$ cat src/hw/rtl/multilevel_queue_scheduler_assert.svh
// assertion macros for the scheduler rtl
// no dependencies; included by files that carry concurrent checks
`ifndef MULTILEVEL_QUEUE_SCHEDULER_ASSERT_SVH
`define MULTILEVEL_QUEUE_SCHEDULER_ASSERT_SVH

// same-cycle implication
`define MQS_ASSERT_IMP(name, clk, rst, ante, cons, msg) \
   name: assert property (@(posedge clk) disable iff (rst) (ante) |-> (cons)) \
      else $error(msg);

// next-cycle implication
`define MQS_ASSERT_NXT(name, clk, rst, ante, cons, msg) \
   name: assert property (@(posedge clk) disable iff (rst) (ante) |=> (cons)) \
      else $error(msg);

`endif

$ cat src/hw/rtl/mqs_pkg.sv
// shared types, codes and constants of the multilevel queue scheduler
// no dependencies; used by every rtl file of the block but mqs_ram
package mqs_pkg;

   localparam int TABLE_ENTRIES_DEF = 64;
   localparam int QUEUE_DEPTH       = 2;

   localparam int SLOT_W    = 6;
   localparam int LEVEL_W   = 2;
   localparam int ORDER_W   = 32;
   localparam int TIME_W    = 32;
   localparam int SIZE_W    = 32;
   localparam int PRIO_W    = 7;
   localparam int WEIGHT_W  = 16;
   localparam int TENTHS_W  = 32;
   localparam int RANK_W    = 50;
   localparam int CSR_W     = 32;
   localparam int CSR_IDX_W = 2;

   // register reset values
   localparam logic [TIME_W-1:0]   AGING_LIMIT_RST     = 32'd1000;
   localparam logic [WEIGHT_W-1:0] DEF_WEIGHT_RST      = 16'd51;
   localparam logic [WEIGHT_W-1:0] DEF_SIZE_WEIGHT_RST = 16'd256;

   // register indexes
   localparam logic [CSR_IDX_W-1:0] CSR_AGING_LIMIT         = 2'd0;
   localparam logic [CSR_IDX_W-1:0] CSR_DEFAULT_WEIGHT      = 2'd1;
   localparam logic [CSR_IDX_W-1:0] CSR_DEFAULT_SIZE_WEIGHT = 2'd2;

   // queue level held per entry
   localparam logic [LEVEL_W-1:0] LVL_EMPTY = 2'd0;
   localparam logic [LEVEL_W-1:0] LVL_RR    = 2'd1;
   localparam logic [LEVEL_W-1:0] LVL_LCFS  = 2'd2;
   localparam logic [LEVEL_W-1:0] LVL_BJF   = 2'd3;

   // served level reported with a result
   localparam logic [LEVEL_W-1:0] SRV_RR   = 2'd0;
   localparam logic [LEVEL_W-1:0] SRV_LCFS = 2'd1;
   localparam logic [LEVEL_W-1:0] SRV_BJF  = 2'd2;

   // rank arithmetic: divide by 2560 as shift by 9, then divide by 5 in two halves
   localparam int RANK_STAGES = 7;
   localparam int HALF_W      = 23;
   localparam int HI_SHIFT    = 26;
   localparam int LO_SHIFT    = 29;
   localparam logic [23:0] RECIP_HI = 24'd13421773;   // ceil(2^26 / 5)
   localparam logic [26:0] RECIP_LO = 27'd107374183;  // ceil(2^29 / 5)

   typedef enum logic [1:0] {
      OP_WRITE   = 2'd0,
      OP_WEIGHTS = 2'd1,
      OP_YIELD   = 2'd2,
      OP_SCHED   = 2'd3
   } op_type;

   typedef struct packed {
      logic [WEIGHT_W-1:0] wt_size;
      logic [WEIGHT_W-1:0] wt_exec;
      logic [WEIGHT_W-1:0] wt_arrival;
      logic [WEIGHT_W-1:0] wt_prio;
   } weight_type;

   typedef struct packed {
      logic [PRIO_W-1:0]  prio;
      logic [SIZE_W-1:0]  size;
      logic [TIME_W-1:0]  created;
      logic [ORDER_W-1:0] order;
   } info_type;

   typedef struct packed {
      op_type              op;
      logic [SLOT_W-1:0]   slot;
      logic                runnable;
      logic [LEVEL_W-1:0]  level;
      info_type            info;
      weight_type          weights;
   } item_type;

endpackage

$ cat src/hw/rtl/mqs_front.sv
// front end: accepts requests, classifies them and queues them for the back end
// depends on mqs_pkg
module mqs_front #(
   parameter int TABLE_ENTRIES = mqs_pkg::TABLE_ENTRIES_DEF
) (
   input  logic                              clock,
   input  logic                              reset,
   input  logic                              req_valid,
   output logic                              req_ready,
   input  logic [1:0]                        req_command,
   input  logic [mqs_pkg::SLOT_W-1:0]        req_slot,
   input  logic                              req_runnable,
   input  logic [mqs_pkg::LEVEL_W-1:0]       req_queue_level,
   input  logic [mqs_pkg::ORDER_W-1:0]       req_arrival_order,
   input  logic [mqs_pkg::TIME_W-1:0]        req_time_stamp,
   input  logic [mqs_pkg::SIZE_W-1:0]        req_task_size,
   input  logic [mqs_pkg::PRIO_W-1:0]        req_base_priority,
   input  logic [mqs_pkg::WEIGHT_W-1:0]      req_weight_priority,
   input  logic [mqs_pkg::WEIGHT_W-1:0]      req_weight_arrival,
   input  logic [mqs_pkg::WEIGHT_W-1:0]      req_weight_executed,
   input  logic [mqs_pkg::WEIGHT_W-1:0]      req_weight_size,
   input  logic                              hold,
   output logic                              q_valid,
   output mqs_pkg::item_type                 q_item,
   input  logic                              q_pop
);

   localparam int PTR_W = (mqs_pkg::QUEUE_DEPTH > 1) ? $clog2(mqs_pkg::QUEUE_DEPTH) : 1;
   localparam int CNT_W = $clog2(mqs_pkg::QUEUE_DEPTH + 1);

   mqs_pkg::item_type q_ff [mqs_pkg::QUEUE_DEPTH];
   logic [PTR_W-1:0]  wr_ptr_ff, wr_ptr_in, rd_ptr_ff, rd_ptr_in;
   logic [CNT_W-1:0]  count_ff, count_in;

   mqs_pkg::item_type item_in;
   logic              in_range;
   logic              transfer;
   logic              keep;

   // classify the incoming request
   always_comb begin
      item_in.op               = mqs_pkg::op_type'(req_command);
      item_in.slot             = req_slot;
      item_in.runnable         = req_runnable;
      item_in.level            = req_queue_level;
      item_in.info.prio        = req_base_priority;
      item_in.info.size        = req_task_size;
      item_in.info.created     = req_time_stamp;
      item_in.info.order       = req_arrival_order;
      item_in.weights.wt_prio    = req_weight_priority;
      item_in.weights.wt_arrival = req_weight_arrival;
      item_in.weights.wt_exec    = req_weight_executed;
      item_in.weights.wt_size    = req_weight_size;
   end

   assign in_range  = 32'(req_slot) < 32'(TABLE_ENTRIES);
   assign req_ready = (count_ff != CNT_W'(mqs_pkg::QUEUE_DEPTH)) && !hold;
   assign transfer  = req_valid && req_ready;
   // table commands beyond the table do nothing, so they are dropped here
   assign keep      = transfer && ((item_in.op == mqs_pkg::OP_SCHED) || in_range);

   // queue pointers
   always_comb begin
      wr_ptr_in = wr_ptr_ff;
      rd_ptr_in = rd_ptr_ff;
      count_in  = count_ff;
      if (keep) begin
         wr_ptr_in = (wr_ptr_ff == PTR_W'(mqs_pkg::QUEUE_DEPTH - 1)) ? '0 : wr_ptr_ff + 1'b1;
      end
      if (q_pop) begin
         rd_ptr_in = (rd_ptr_ff == PTR_W'(mqs_pkg::QUEUE_DEPTH - 1)) ? '0 : rd_ptr_ff + 1'b1;
      end
      if (keep && !q_pop) begin
         count_in = count_ff + 1'b1;
      end else if (!keep && q_pop) begin
         count_in = count_ff - 1'b1;
      end
   end

   always_ff @(posedge clock) begin
      if (reset) begin
         wr_ptr_ff <= '0;
         rd_ptr_ff <= '0;
         count_ff  <= '0;
      end else begin
         wr_ptr_ff <= wr_ptr_in;
         rd_ptr_ff <= rd_ptr_in;
         count_ff  <= count_in;
      end
   end

   // queue storage
   always_ff @(posedge clock) begin
      if (keep) begin
         q_ff[wr_ptr_ff] <= item_in;
      end
   end

   assign q_valid = (count_ff != '0);
   assign q_item  = q_ff[rd_ptr_ff];

endmodule

$ cat config.mk
export PLATFORM = sky130hd
export DESIGN_NAME = mqs_front
export DESIGN_NICKNAME = d
export VERILOG_FILES = /design/src/hw/rtl/multilevel_queue_scheduler_assert.svh /design/src/hw/rtl/mqs_pkg.sv /design/src/hw/rtl/mqs_front.sv
export SDC_FILE = /design/constraint.sdc
export NUM_CORES = 1
export LEC_CHECK = 0
export BUFFER_PORTS_ARGS = -buffer_cell sky130_fd_sc_hd__buf_2
export CAP_MARGIN = 20
export CORE_ASPECT_RATIO = 0.75
export CORE_MARGIN = 2
export CORE_UTILIZATION = 54
export CTS_BUF_LIST = sky130_fd_sc_hd__clkbuf_4 sky130_fd_sc_hd__clkbuf_8
export DETAILED_ROUTE_END_ITERATION = 12
export HOLD_SLACK_MARGIN = 0.08
export PLACE_DENSITY = 0.86
export SLEW_MARGIN = 40
export SYNTH_ARGS = -nofsm -noshare
export SYNTH_HDL_FRONTEND = slang
export SYNTH_SLANG_ARGS = --single-unit
$ cat constraint.sdc
create_clock -name clock -period 15.8 [get_ports clock]
set_input_delay 3.16 -clock clock [delete_from_list [all_inputs] [get_ports clock]]
set_output_delay 3.16 -clock clock [all_outputs]
set_load 0.05 [all_outputs]
# Word level (Yosys, flattened, before mapping)
# Memories as Yosys holds them, arrays and structs flattened. A register that Yosys moved wholly into a read port is not among the register bits.
# Cells that the tools add are included.
[word_totals]
regBits = 4
latch_bits = 0
mem_bits_rw = 356
mem_bits_ro = 0
out_inout_bits = 180
wordCells = 26
n_memories = 1
[mem_list]
columns = ["name", "words", "width", "read_ports", "rd_clocked_by_memory_dff", "write_ports", "line", "text"]
rows = [
  ["q_ff", 2, 178, 1, 1, 1, "mqs_front.sv:31", "mqs_pkg::item_type q_ff [mqs_pkg::QUEUE_DEPTH];"],
]
[classes]
n_addsub = 4
multipliers = 0
div = 0
order_cmp = 0
n_eq_ne = 1
n_shift = 0
muxes = 8
n_bitwise = 0
n_reduce_logical = 9
[op_table]
columns = ["op", "n"]
rows = [
  ["$mux 1", 6],
  ["$logic_and 1x1->1", 4],
  ["$mux 2", 2],
  ["$reduce_bool 2->1", 2],
  ["$logic_not 1->1", 3],
  ["$add 1x1->1 const B", 2],
  ["$add 2x1->2 const B", 1],
  ["$ne 2x2->1 const B", 1],
  ["$sub 2x1->2 const B", 1],
]

# Logic depth before layout (Yosys ltp)
[depth]
depth_word = 7
ltp_mapped = 6
mapped_depth_nobuf = 6

# Worst setup path after synthesis
# Ideal clock, no wire load.
[synth_timing]
path_kind = "input port to flip-flop"
startpoint = "in hold"
endpoint = "mem q_ff[0][0] (netlist bit) (enable)"
t_arrival_ps = 11215
setup_slack_ps = 3846
path_stages = 2
path_cell_list = "nor3b_4 -> nor2b_1"
[synth_between]
elab_chain_cells = 5
[synth_lines]
columns = ["item", "line", "text"]
rows = [
  ["start, declared", "mqs_front.sv:22", "input logic hold,"],
  ["$logic_not 1->1", "mqs_front.sv:57", "assign req_ready = (count_ff != CNT_W'(mqs_pkg::QUEUE_DEPTH)) && !hold;"],
  ["$logic_and 1x1->1", "mqs_front.sv:57", ""],
  ["$logic_and 1x1->1", "mqs_front.sv:58", "assign transfer = req_valid && req_ready;"],
  ["$mux 1", "mqs_front.sv:94", "if (keep) begin"],
  ["$mux 1 (implied by the code)", "mqs_front.sv:95", "q_ff[wr_ptr_ff] <= item_in;"],
  ["end, declared", "mqs_front.sv:31", ""],
]
# Every way passes these cells.

# Worst setup path in the final report
[layout_timing]
startpoint = "in hold"
endpoint = "out req_ready"
[layout_between]
elab_chain_cells = 2
[layout_lines]
columns = ["item", "line", "text"]
rows = [
  ["$logic_not 1->1", "mqs_front.sv:57", ""],
  ["$logic_and 1x1->1", "mqs_front.sv:57", ""],
  ["end, declared", "mqs_front.sv:9", "output logic req_ready,"],
]
# Every way passes these cells.

==> impl_metrics.csv <==
group,metric,value,unit
setup_path,worst_setup_path_end_kind,"primary output",
sta,slew_headroom,0.476,
power_and_ir_drop,p_per_area,131,nW/um^2
floorplanning,core_region_area,24800,sq um
route,totalWireLength,26900,um
route,wl_per_cell,19.8,um
status,status,"complete, no violations",
clock_tree,cts_root_buffer,"clkbuf_8",
synth,synth_top_area_share,0.791,
power_and_ir_drop,worst_ir_drop_vdd,0.108,mV
sta,setup_viol,0,
synth,yosysTopAreaCell,"edfxtp_1",
setup_path,worstReg2RegStart,"count_ff[1]",
sta,fin_tns_setup,0,ps
clock_tree,cts.clk_slew.worst_paths,70,ps
clock_tree,cts_tree,"yes",
sta,fmax,0.146,GHz
route,drt_iter0_drc,472,
global_routing,antenna_found_initial,6,
run,drv_cap,0,
floorplanning,initial_core_util,0.545,
floorplanning,io_pins,363,
setup_path,critical_path_class,"in2out",
placed_design,dp_hpwl,18100,um
sta,skew,24.9,ps
layout,final_nets,1167,
synth,yosys_warnings,0,
placed_design,place_area,15600,sq um
route,ant_nets,0,
power_and_ir_drop,leakagePower,6.39,nW
clock_tree,postCtsSetupBuffers,0,
route,remaining_drc_errors,0,
sta,rsz0062_at_grt,"false",
route,vias,6903,
global_routing,grt_pass1_vias,7246,
synth,synth_nets,763,
setup_path,crit_fanout,2,
layout,drive_above_1_share,0.621,
floorplanning,dieArea,26300,sq um
floorplanning,die-height,141,um
clock_tree,holdBufCountCts,0,
hold_path,hp-class,"reg2reg",
synth,synthDistinctLibCells,19,
synth,synth_seq_cells,361,
placed_design,place_congestion,0.745,
global_routing,grt_pass1_wl,39600,um
hold_path,min-delay-start,"rd_ptr_ff",
sta,period_minus_slack,6870,ps
clock_tree,clock_sinks,361,
layout,area.growth.synth_to_final,23.0,%
placed_design,place_ws,8930,ps
synth,synth_cells,579,
synth,synth_seq_area_share,0.799,
clock_tree,cts_buffers,52,
global_routing,groute.usage.overall,0.198,
route,dr.pass1.iters,5,
sta,slew_violations,0,
clock_tree,ctsResizeCount,0,
layout,fill_cells,1639,
sta,whs,520,ps
sta,layout_setup_ws,8930,ps
sta,period_share,0.435,
clock_tree,clock_path_buffers,3,
synth,synth.cell_area,13500,sq um
global_routing,overflow,0,
floorplanning,fp.dieW,187,um
route,viasPerCell,5.07,
clock_tree,htree_levels,2,
floorplanning,num_rows,50,
layout,final_cell_area,16600,sq um
synth,synth_area_leaders,"edfxtp_1 (79%), mux2_4 (11%), mux2_2 (6.5%)",
clock_tree,clk_latency,570,ps
sta,worstMarginPinSlew,786,ps
global_routing,grt_max_degree,79,
setup_path,arrival,3710,ps
sta,final_hold_viol_count,0,
synth,avgSynthCellArea,23.3,sq um
setup_path,cp-start-kind,"input pin",
placed_design,io_buffers,362,
setup_path,crit_required,12640,ps
setup_path,worstSetupStartpoint,"hold",
## placed cells by master (no fill, tap or decap), drive strengths merged
| master | synthesis | layout |
|---|---|---|
| or2 | 1 | 1 |
| a21oi | 1 | 1 |
| xnor2 | 1 | 1 |
| clkbuf | 0 | 69 |
| and2 | 1 | 1 |
| clkinvlp | 0 | 3 |
| o21ai | 1 | 1 |
| xor2 | 2 | 2 |
| dfxtp | 5 | 5 |
| nor3b | 1 | 1 |
| nor2b | 3 | 3 |
| buf | 20 | 370 |
| inv | 1 | 1 |
| ha | 1 | 1 |
| mux2 | 179 | 179 |
| diode | 0 | 2 |
| clkinv | 0 | 21 |
| or3 | 1 | 1 |
| edfxtp | 356 | 356 |
| nor2 | 5 | 5 |
## metal layers
metal | GRT usage | wire [um] | vias up
li1 | - | - | 3128
met2 | 0.332 | 13300 | 314
met4 | 0.0718 | 672 | 6
met1 | 0.240 | 10400 | 3389
met5 | 0 | 36 | -
met3 | 0.0702 | 2510 | 66
## synthesized netlist by cell type, drive strengths merged
| master | number |
|---|---|
| o21ai | 1 |
| ha | 1 |
| nor2b | 3 |
| or2 | 1 |
| xnor2 | 1 |
| nor3b | 1 |
| and2 | 1 |
| mux2 | 179 |
| nor2 | 5 |
| a21oi | 1 |
| buf | 20 |
| inv | 1 |
| xor2 | 2 |
| or3 | 1 |
| edfxtp | 356 |
| dfxtp | 5 |
## stage by stage
| stage | utilization | std cells | power (mW) |
|---|---|---|---|
| floorplan | - | 579 | 1.44 |
| global placement | 0.631 | 1267 | 1.50 |
| detailed placement | 0.631 | 1267 | 1.51 |
| CTS | 0.670 | 1360 | 2.20 |
| global route | 0.670 | 1361 | 2.25 |
| finish | 0.671 | 1362 | 2.17 |
## state kept, by name, indices dropped and copies added (netlist names), named ones only
name / flops
wr_ptr_ff: 1
rd_ptr_ff: 1
q_ff: 356
count_ff: 2
## power breakdown
part	total [mW]	switching, mW	internal, mW
clock	0.682	0.332	0.350
sequential	1.12	0.0161	1.10
combinational	0.372	0.257	0.114
## kinds of logic after synthesis
| group | count (synthesis) | synth area share |
|---|---|---|
| adders and majority gates | 1 | 0.000926 |
| and+or+nand+nor | 12 | 0.00574 |
| muxes | 179 | 0.177 |
| AOI/OAI and AO/OA | 2 | 0.000740 |
| DFF | 361 | 0.799 |
| buffers and inverters | 21 | 0.0146 |
| xor gates and xnor gates | 3 | 0.00195 |
## critical path, stage by stage
cell and delay [ps]:
buf_2 120, nor2_1 140, buf_2 280
## area by class of cell
class | count | area, sq um | area share
clock buffers | 69 | 850 | 0.0511
flip-flops and latches | 361 | 10800 | 0.650
diodes | 2 | 5.00 | 0.000301
well taps | 338 | 423 | 0.0255
inverters | 1 | 3.75 | 0.000226
clock inverters | 24 | 115 | 0.00693
repair buffers | 370 | 1890 | 0.114
multi-input cells | 197 | 2530 | 0.152
## final timing paths
path	end	slack, ps	depth (start not counted)
worst min register to register	flop	520	2
worst min-delay path	flop	520	2
worst max register to register	q_ff[0][42]	13410	4
worst max-delay path	req_ready	8930	3
No activity file was read; power rests on OpenSTA's default activity.
